<file path="src/sv/assert_macros.svh">
// Assertion macros for the CHIP-8 execute block.
// Used by the top level only; no other dependencies.
`ifndef ASSERT_MACROS_SVH
`define ASSERT_MACROS_SVH

// Same-cycle implication, off while reset is high.
`define ASSERT_IMPLIES(label, clk, rst, ante, cons) \
  label: assert property (@(posedge clk) disable iff (rst) (ante) |-> (cons)) \
    else $error("assertion failed");

// Next-cycle implication, checked through reset as well.
`define ASSERT_NEXT(label, clk, ante, cons) \
  label: assert property (@(posedge clk) (ante) |=> (cons)) \
    else $error("assertion failed");

`endif

</file>
<file path="src/sv/c8ie_pkg.sv">
// Shared types and constants for the CHIP-8 execute block.
// No dependencies.
`timescale 1ns / 1ps

package c8ie_pkg;

  localparam int ADDR_W = 12;
  localparam int DATA_W = 8;
  localparam int OP_W   = 16;
  localparam int RIDX_W = 4;
  localparam int REG_CNT = 16;

  localparam logic [RIDX_W-1:0] REG_V0 = 4'h0;
  localparam logic [RIDX_W-1:0] REG_VF = 4'hF;

  // Opcode groups (top nibble)
  localparam logic [3:0] GRP_JUMP     = 4'h1;
  localparam logic [3:0] GRP_SKIP_EQ  = 4'h3;
  localparam logic [3:0] GRP_SKIP_NE  = 4'h4;
  localparam logic [3:0] GRP_SKIP_REQ = 4'h5;
  localparam logic [3:0] GRP_LOAD     = 4'h6;
  localparam logic [3:0] GRP_ADD      = 4'h7;
  localparam logic [3:0] GRP_ALU      = 4'h8;
  localparam logic [3:0] GRP_SKIP_RNE = 4'h9;
  localparam logic [3:0] GRP_LOAD_I   = 4'hA;
  localparam logic [3:0] GRP_JUMP_V0  = 4'hB;
  localparam logic [3:0] GRP_RAND     = 4'hC;
  localparam logic [3:0] GRP_MISC     = 4'hF;

  // 8XYN functions (low nibble)
  localparam logic [3:0] ALU_MOV  = 4'h0;
  localparam logic [3:0] ALU_OR   = 4'h1;
  localparam logic [3:0] ALU_AND  = 4'h2;
  localparam logic [3:0] ALU_XOR  = 4'h3;
  localparam logic [3:0] ALU_ADD  = 4'h4;
  localparam logic [3:0] ALU_SUB  = 4'h5;
  localparam logic [3:0] ALU_SHR  = 4'h6;
  localparam logic [3:0] ALU_SUBN = 4'h7;
  localparam logic [3:0] ALU_SHL  = 4'hE;

  // FXNN forms (low byte)
  localparam logic [7:0] MISC_GET_DELAY = 8'h07;
  localparam logic [7:0] MISC_SET_DELAY = 8'h15;

  localparam logic [7:0] RAND_MOD = 8'hFF;

  typedef struct packed {
    logic [ADDR_W-1:0] pc;
    logic [ADDR_W-1:0] index;
    logic [DATA_W-1:0] delay;
    logic [DATA_W-1:0] v0;
    logic [DATA_W-1:0] vf;
  } arch_state_t;

  typedef struct packed {
    logic [ADDR_W-1:0] next_pc;
    logic              reg_write;
    logic [RIDX_W-1:0] reg_index;
    logic [DATA_W-1:0] reg_value;
    logic [DATA_W-1:0] flag_value;
    logic [ADDR_W-1:0] address_value;
    logic [DATA_W-1:0] timer_value;
    logic              unsupported;
  } exec_result_t;

endpackage

</file>
<file path="src/sv/c8ie_regfile.sv">
// V register file: 16 x 8 memory, one write port, two registered read ports.
// Per-entry valid bits make unwritten entries read as zero after reset.
// Depends on c8ie_pkg.
`timescale 1ns / 1ps

module c8ie_regfile (
  input  logic                          clk,
  input  logic                          rst,
  input  logic                          we,
  input  logic [c8ie_pkg::RIDX_W-1:0]   waddr,
  input  logic [c8ie_pkg::DATA_W-1:0]   wdata,
  input  logic                          re,
  input  logic [c8ie_pkg::RIDX_W-1:0]   raddr_a,
  input  logic [c8ie_pkg::RIDX_W-1:0]   raddr_b,
  output logic [c8ie_pkg::DATA_W-1:0]   rdata_a,
  output logic [c8ie_pkg::DATA_W-1:0]   rdata_b
);
  import c8ie_pkg::*;

  logic [DATA_W-1:0]  mem [REG_CNT];
  logic [REG_CNT-1:0] valid;
  logic [DATA_W-1:0]  data_a;
  logic [DATA_W-1:0]  data_b;
  logic               hit_a;
  logic               hit_b;

  always_ff @(posedge clk) begin
    if (we) begin
      mem[waddr] <= wdata;
    end
  end

  always_ff @(posedge clk) begin
    if (rst) begin
      valid <= '0;
    end else if (we) begin
      valid[waddr] <= 1'b1;
    end
  end

  always_ff @(posedge clk) begin
    if (re) begin
      data_a <= mem[raddr_a];
      data_b <= mem[raddr_b];
      hit_a  <= valid[raddr_a];
      hit_b  <= valid[raddr_b];
    end
  end

  assign rdata_a = hit_a ? data_a : '0;
  assign rdata_b = hit_b ? data_b : '0;

endmodule

</file>
<file path="src/sv/c8ie_alu.sv">
// Single-pass instruction decode and execute for one CHIP-8 opcode.
// Produces the result item, which also carries the next architectural state.
// Depends on c8ie_pkg.
`timescale 1ns / 1ps

module c8ie_alu (
  input  logic [c8ie_pkg::OP_W-1:0]   op,
  input  logic [c8ie_pkg::DATA_W-1:0] rnd,
  input  logic [c8ie_pkg::DATA_W-1:0] vx,
  input  logic [c8ie_pkg::DATA_W-1:0] vy,
  input  c8ie_pkg::arch_state_t       st,
  output c8ie_pkg::exec_result_t      res
);
  import c8ie_pkg::*;

  logic [3:0]        grp;
  logic [3:0]        fn;
  logic [RIDX_W-1:0] x;
  logic [7:0]        nn;
  logic [ADDR_W-1:0] nnn;
  logic [ADDR_W-1:0] pc2;
  logic [ADDR_W-1:0] pc4;
  logic [DATA_W:0]   sum;
  logic [DATA_W-1:0] rnd_red;
  logic [DATA_W-1:0] timer_w;
  logic              wr;
  logic              fwr;
  logic              flag;
  logic              unsup;
  logic              set_delay;
  logic [DATA_W-1:0] val;
  logic [ADDR_W-1:0] npc;
  logic [ADDR_W-1:0] idx;

  assign grp = op[15:12];
  assign x   = op[11:8];
  assign fn  = op[3:0];
  assign nn  = op[7:0];
  assign nnn = op[ADDR_W-1:0];
  assign pc2 = st.pc + ADDR_W'(2);
  assign pc4 = st.pc + ADDR_W'(4);
  assign sum = {1'b0, vx} + {1'b0, vy};
  assign rnd_red = (rnd == RAND_MOD) ? '0 : rnd;

  always_comb begin
    wr        = 1'b0;
    fwr       = 1'b0;
    flag      = 1'b0;
    unsup     = 1'b0;
    set_delay = 1'b0;
    val       = '0;
    npc       = pc2;
    idx       = st.index;
    unique case (grp)
      GRP_JUMP:     npc = nnn;
      GRP_SKIP_EQ:  if (vx == nn) npc = pc4;
      GRP_SKIP_NE:  if (vx != nn) npc = pc4;
      GRP_SKIP_REQ: if (vx == vy) npc = pc4;
      GRP_LOAD: begin
        wr  = 1'b1;
        val = nn;
      end
      GRP_ADD: begin
        wr  = 1'b1;
        val = vx + nn;
      end
      GRP_ALU: begin
        wr = 1'b1;
        unique case (fn)
          ALU_MOV: val = vy;
          ALU_OR:  val = vx | vy;
          ALU_AND: val = vx & vy;
          ALU_XOR: val = vx ^ vy;
          ALU_ADD: begin
            val  = sum[DATA_W-1:0];
            fwr  = 1'b1;
            flag = sum[DATA_W];
          end
          ALU_SUB: begin
            val  = vx - vy;
            fwr  = 1'b1;
            flag = (vx >= vy);
          end
          ALU_SHR: begin
            val  = vy >> 1;
            fwr  = 1'b1;
            flag = vy[0];
          end
          ALU_SUBN: begin
            val  = vy - vx;
            fwr  = 1'b1;
            flag = (vy >= vx);
          end
          ALU_SHL: begin
            val  = vy << 1;
            fwr  = 1'b1;
            flag = vy[DATA_W-1];
          end
          default: begin
            wr    = 1'b0;
            unsup = 1'b1;
          end
        endcase
      end
      GRP_SKIP_RNE: if (vx != vy) npc = pc4;
      GRP_LOAD_I:   idx = nnn;
      GRP_JUMP_V0:  npc = nnn + ADDR_W'(st.v0);
      GRP_RAND: begin
        wr  = 1'b1;
        val = rnd_red & nn;
      end
      GRP_MISC: begin
        if (nn == MISC_GET_DELAY) begin
          wr  = 1'b1;
          val = st.delay;
        end else if (nn == MISC_SET_DELAY) begin
          set_delay = 1'b1;
        end else begin
          unsup = 1'b1;
        end
      end
      default: unsup = 1'b1;
    endcase
  end

  assign timer_w = set_delay ? vx : st.delay;

  always_comb begin
    res.next_pc       = npc;
    res.reg_write     = wr;
    res.reg_index     = x;
    res.reg_value     = val;
    res.address_value = idx;
    res.timer_value   = (timer_w != '0) ? timer_w - DATA_W'(1) : '0;
    res.unsupported   = unsup;
    priority if (fwr) begin
      res.flag_value = {{(DATA_W-1){1'b0}}, flag};
    end else if (wr && x == REG_VF) begin
      res.flag_value = val;
    end else begin
      res.flag_value = st.vf;
    end
  end

endmodule

</file>
<file path="src/sv/chip8_instruction_execute.sv">
// CHIP-8 instruction execute block: one opcode and one random byte in, one
// result out per transaction. Sustains one instruction per clock while the
// result side is not stalled; the register file is read at the accepting
// edge, then the execute stage registers the result and commits PC, I, VF,
// timer and VX. The execute stage sets the rate. V registers read as zero
// after reset through per-entry valid bits, so there is no clearing pass.
// Depends on c8ie_pkg, c8ie_regfile, c8ie_alu and assert_macros.svh.
`timescale 1ns / 1ps
`include "assert_macros.svh"

module chip8_instruction_execute #(
  parameter int unsigned PROGRAM_START = 512
) (
  input  logic                          clk,
  input  logic                          rst,
  input  logic                          in_valid,
  output logic                          in_ready,
  input  logic [c8ie_pkg::OP_W-1:0]     opcode,
  input  logic [c8ie_pkg::DATA_W-1:0]   rand_byte,
  output logic                          out_valid,
  input  logic                          out_ready,
  output logic [c8ie_pkg::ADDR_W-1:0]   next_pc,
  output logic                          reg_write,
  output logic [c8ie_pkg::RIDX_W-1:0]   reg_index,
  output logic [c8ie_pkg::DATA_W-1:0]   reg_value,
  output logic [c8ie_pkg::DATA_W-1:0]   flag_value,
  output logic [c8ie_pkg::ADDR_W-1:0]   address_value,
  output logic [c8ie_pkg::DATA_W-1:0]   timer_value,
  output logic                          unsupported
);
  import c8ie_pkg::*;

  logic              exec_valid;
  logic [OP_W-1:0]   op_q;
  logic [DATA_W-1:0] rnd_q;
  logic              adv;
  logic              exec_fire;
  logic              in_fire;

  logic [ADDR_W-1:0] pc;
  logic [ADDR_W-1:0] index;
  logic [DATA_W-1:0] delay;
  logic [DATA_W-1:0] v0;
  logic [DATA_W-1:0] vf;

  logic [DATA_W-1:0] rdata_a;
  logic [DATA_W-1:0] rdata_b;
  logic              fwd_a;
  logic              fwd_b;
  logic [DATA_W-1:0] fwd_data;
  logic [DATA_W-1:0] vx;
  logic [DATA_W-1:0] vy;

  arch_state_t       st;
  exec_result_t      res;
  exec_result_t      res_q;

  assign adv       = !out_valid || out_ready;
  assign exec_fire = exec_valid && adv;
  assign in_ready  = !exec_valid || adv;
  assign in_fire   = in_valid && in_ready;

  always_ff @(posedge clk) begin
    if (rst) begin
      exec_valid <= 1'b0;
    end else if (in_fire) begin
      exec_valid <= 1'b1;
    end else if (exec_fire) begin
      exec_valid <= 1'b0;
    end
  end

  always_ff @(posedge clk) begin
    if (in_fire) begin
      op_q     <= opcode;
      rnd_q    <= rand_byte;
      fwd_a    <= exec_fire && res.reg_write && res.reg_index == opcode[11:8];
      fwd_b    <= exec_fire && res.reg_write && res.reg_index == opcode[7:4];
      fwd_data <= res.reg_value;
    end
  end

  c8ie_regfile u_regfile (
    .clk     (clk),
    .rst     (rst),
    .we      (exec_fire && res.reg_write),
    .waddr   (res.reg_index),
    .wdata   (res.reg_value),
    .re      (in_fire),
    .raddr_a (opcode[11:8]),
    .raddr_b (opcode[7:4]),
    .rdata_a (rdata_a),
    .rdata_b (rdata_b)
  );

  // VF lives in its own register; the memory copy of entry F is never read.
  assign vx = (op_q[11:8] == REG_VF) ? vf : (fwd_a ? fwd_data : rdata_a);
  assign vy = (op_q[7:4] == REG_VF)  ? vf : (fwd_b ? fwd_data : rdata_b);

  always_comb begin
    st.pc    = pc;
    st.index = index;
    st.delay = delay;
    st.v0    = v0;
    st.vf    = vf;
  end

  c8ie_alu u_alu (
    .op  (op_q),
    .rnd (rnd_q),
    .vx  (vx),
    .vy  (vy),
    .st  (st),
    .res (res)
  );

  always_ff @(posedge clk) begin
    if (rst) begin
      pc    <= ADDR_W'(PROGRAM_START);
      index <= '0;
      delay <= '0;
      v0    <= '0;
      vf    <= '0;
    end else if (exec_fire) begin
      pc    <= res.next_pc;
      index <= res.address_value;
      delay <= res.timer_value;
      vf    <= res.flag_value;
      if (res.reg_write && res.reg_index == REG_V0) begin
        v0 <= res.reg_value;
      end
    end
  end

  always_ff @(posedge clk) begin
    if (rst) begin
      out_valid <= 1'b0;
    end else if (exec_fire) begin
      out_valid <= 1'b1;
    end else if (out_ready) begin
      out_valid <= 1'b0;
    end
  end

  always_ff @(posedge clk) begin
    if (exec_fire) begin
      res_q <= res;
    end
  end

  assign next_pc       = res_q.next_pc;
  assign reg_write     = res_q.reg_write;
  assign reg_index     = res_q.reg_index;
  assign reg_value     = res_q.reg_value;
  assign flag_value    = res_q.flag_value;
  assign address_value = res_q.address_value;
  assign timer_value   = res_q.timer_value;
  assign unsupported   = res_q.unsupported;

  `ASSERT_NEXT(a_reset_empty, clk, rst, !out_valid && in_ready)
  `ASSERT_IMPLIES(a_stall_when_full, clk, rst, !in_ready, out_valid && !out_ready)
  `ASSERT_IMPLIES(a_unsup_no_write, clk, rst, out_valid && unsupported, !reg_write)
  `ASSERT_IMPLIES(a_result_source, clk, rst, $rose(out_valid), $past(exec_valid))

endmodule

</file>
<file path="config.mk">
export PLATFORM = sky130hd
export DESIGN_NAME = chip8_instruction_execute
export DESIGN_NICKNAME = d
export VERILOG_FILES = /design/src/sv/c8ie_pkg.sv /design/src/sv/c8ie_regfile.sv /design/src/sv/c8ie_alu.sv /design/src/sv/chip8_instruction_execute.sv
export VERILOG_INCLUDE_DIRS = /design/src /design/src/sv
export SDC_FILE = /design/constraint.sdc
export NUM_CORES = 1
export LEC_CHECK = 0
export BUFFER_PORTS_ARGS = -buffer_cell sky130_fd_sc_hd__buf_4
export CORE_ASPECT_RATIO = 1.4
export CORE_MARGIN = 2
export CORE_UTILIZATION = 54
export DETAILED_ROUTE_END_ITERATION = 16
export HOLD_SLACK_MARGIN = 0.02
export MAX_ROUTING_LAYER = met4
export PLACE_DENSITY = 0.69
export SYNTH_ARGS = -nofsm -noshare
export SYNTH_HDL_FRONTEND = slang
export SYNTH_SLANG_ARGS = --single-unit
</file>
<file path="constraint.sdc">
create_clock -name clk -period 6.5 [get_ports clk]
set_clock_uncertainty 0.2 [all_clocks]
set_input_delay 1.3 -clock clk [delete_from_list [all_inputs] [get_ports clk]]
set_output_delay 1.3 -clock clk [all_outputs]
set_load 0.1 [all_outputs]
</file>
==> results.yml <==
grt:
  grt.met3_usage: 0.0337
  antenna_found_initial: 0
  grt_max_degree: 55
  first_global_vias: 11900
  grtUsageMet2: 0.520
  grt_use_total: 0.304
  grt-ovfl-total: 0
  grt-busiest-layer: "met2"
  met1_usage: 0.350
  grt_first_pass_wirelength_mm: 69.6
job:
  drv_cap: 0
power_and_ir_drop:
  intPower_w: 0.00342
  sequentialPowerShare: 0.464
  clkPwrFrac: 0.367
  leakage_nw: 6.62
  netSwitchingFraction: 0.279
  ir_worst_vdd_mv: 0.239
  p_total_w: 0.00474
  powerDensity_nw_per_um2: 258
  power_switching_w: 0.00132
  comb_power_share: 0.169
sta:
  fin_crit_ps: 5460
  holdWs_ps: 256
  finalSetupViolations: 0
  worst_pin_slew_ps: 1240
  rsz0062_at_grt: "no"
  hold_violations: 0
  slew_headroom: 0.164
  fmax_mhz: 183
  setup-tns-final_ps: 0
  slew_violations: 0
  post-route-period-util: 0.840
clocking:
  htree_levels: 1
  cts_resized: 0
  postCtsHoldBufs: 0
  clk_path_buf_depth: 3
  postCtsSetupBuffers: 0
  cts_buffers: 29
  clock_latency_ps: 570
  ctsRootBufferMaster: "clkbuf_16"
  clkTransAtPathRegs_ps: 70
  tritoncts: "yes"
  clock-sinks: 300
synth:
  synth_edf_count: 234
  async_flop_share: 0
  yosysTopAreaCellShare: 0.431
  yosysSeqAreaShare: 0.512
  ys_seq_elements: 300
  synthCells: 1333
  synth_cell_types: 87
  ys_warn_count: 0
  syn_area_um2: 16300
  synth-main-ff-cell: "edfxtp_1"
  syn_nets: 1416
  netlist.top_cell.by_area: "edfxtp_1"
  syn_avg_cell_area_um2: 12.2
  ys_top_cells_by_area: "edfxtp_1 43%, mux4_2 13%, dfxtp_1 8.1%, ha_1 3.8%, nor2_1 3.1%"
floorplanning:
  fp.dieH_um: 210
  num_rows: 75
  start_util: 0.547
  dieArea_um2: 31600
  fp.coreArea_um2: 29800
  ios: 84
  die_w_um: 151
cells_and_area:
  drive_above_1_share: 0.215
  n_antenna_cell: 0
  area_growth_pct: 12.5
  fillers: 2369
  final_nets: 1486
  final_cells: 1810
placed_design:
  routabilityCongestion: 1.01
  portBuffers: 83
  dp_hpwl_mm: 32.1
  place_inst: 1757
setup_path:
  max_stage_delay_ps: 810
  arrival_ps: 5490
  critPathMaxFanout: 18
  slowest_stage: "edfxtp_1"
  critPathRequiredTime_ps: 6530
  cp-start-kind: "flip-flop"
  cp-end-kind: "flip-flop"
  cp_top_family: "compound AO/OA/AOI/OAI gates"
  critPathKind: "flip-flop to flip-flop"
  worstPathCellList: "nand4_1 > a31oi_1 > inv_1 > ha_1 > fa_1 > o21ba_2 > o21ba_2 > o21bai_1 > a21oi_1 > xor2_1 > a221o_1 > or3_1 > a21oi_1 > inv_1"
  cp_num_buf_inv: 2
route:
  viasPerCell: 6.47
  vias: 11700
  wire_per_inst_um: 25.4
  routed_wl_mm: 46.0
  drt-initial-drc-count: 979
  dr.pass1.iters: 5
  antenna_left: 0
  drc_errors: 0
worst_hold_path:
  holdCritPathClass: "flip-flop to flip-flop"
outcome:
  status: "finished clean"
[cell type report]
type / instances / area [um2] / share of cell area
sequential: 300 / 8350 / 0.455
multi-input combinational: 908 / 7500 / 0.408
timing repair buffer: 116 / 871 / 0.0474
clock buffer: 38 / 779 / 0.0425
tap: 385 / 482 / 0.0262
clock inverter: 15 / 196 / 0.0107
inverter: 48 / 181 / 0.00988
[cell usage in the layout, fill, tap and decap left out, types with 11 or more instances in the layout]
| cell type | count |
|---|---|
| ha_1 | 50 |
| a22oi_1 | 19 |
| o21ai_0 | 37 |
| clkbuf_16 | 29 |
| a21o_1 | 13 |
| nor2_1 | 135 |
| nand2b_1 | 13 |
| nand3_1 | 19 |
| mux4_2 | 93 |
| a211oi_1 | 17 |
| buf_4 | 116 |
| inv_1 | 45 |
| nand2_1 | 101 |
| xnor2_1 | 38 |
| mux2i_1 | 20 |
| o21bai_1 | 11 |
| a221oi_1 | 11 |
| dfxtp_1 | 66 |
| a21oi_1 | 84 |
| o21a_1 | 12 |
| mux2_2 | 15 |
| nor3_1 | 32 |
| edfxtp_1 | 234 |
[final timing paths]
check	start	endpoint	slack, ps	depth (start not counted)
max	op_q[11]	u_regfile.mem[2][6]	1040	14
max reg2reg	op_q[11]	u_regfile.mem[2][6]	1040	14
min	index[3]	index[3]	260	2
min reg2reg	index[3]	index[3]	260	2
[registers in the layout (all words and copies together), names as in the netlist, 4 cells and up]
signal	flops
next_pc	12
pc	12
delay	8
u_regfile.data_a	8
vf	8
v0	8
u_regfile.mem	128
op_q	16
index	12
reg_index	4
u_regfile.valid	16
address_value	12
rnd_q	8
flag_value	8
reg_value	8
fwd_data	8
u_regfile.data_b	8
timer_value	8
[cells by family after synthesis]
| kind of cell | count (synthesis) | synth area share |
|---|---|---|
| AO/OA/AOI/OAI | 304 | 0.128 |
| buffers and inverters | 125 | 0.0302 |
| XOR/XNOR | 44 | 0.0236 |
| flip-flops | 300 | 0.512 |
| adder cells (fa/ha/maj) | 55 | 0.0445 |
| multiplexers | 128 | 0.151 |
| AND/OR/NAND/NOR | 377 | 0.110 |
[cells in the mapped netlist (19+ instances only)]
cell type / n
edfxtp_1: 234
nor2_1: 135
nand2_1: 101
mux4_2: 93
a21oi_1: 84
dfxtp_1: 66
clkbuf_1: 53
ha_1: 50
inv_1: 46
o21ai_0: 39
xnor2_1: 38
nor3_1: 34
mux2i_1: 20
a22oi_1: 19
nand3_1: 19
[metal layers]
layer	part of all wire	up-vias
li1	-	5271
met1	0.36	5784
met2	0.52	499
met3	0.061	156
met4	0.061	0
met5	0	-
[power groups by stage]
stage          Clock, W  Sequential (W)  Combinational [W]
2_1_floorplan         0         0.00236           0.000452
3_3_place_gp          0         0.00224           0.000788
3_5_place_dp          0         0.00224           0.000796
4_1_cts         0.00176         0.00220           0.000798
5_1_grt         0.00184         0.00220           0.000862
6_report        0.00174         0.00220           0.000802
[stage by stage]
step | utilization | worst slack [ps] | cell area [um2]
final | 0.615 | 1040 | 18400
after floorplan | - | 1820 | 16300
after global routing | 0.615 | 652 | 18400
after global placement | 0.582 | 1250 | 17400
after detailed placement | 0.582 | 1100 | 17400
after CTS | 0.615 | 1060 | 18400
[worst min-delay path, stage by stage, from the launching register on]
cell and delay [ps]:
dfxtp_1 310, nand2_1 50, a21oi_1 50
(Power assumes the default switching activity.)
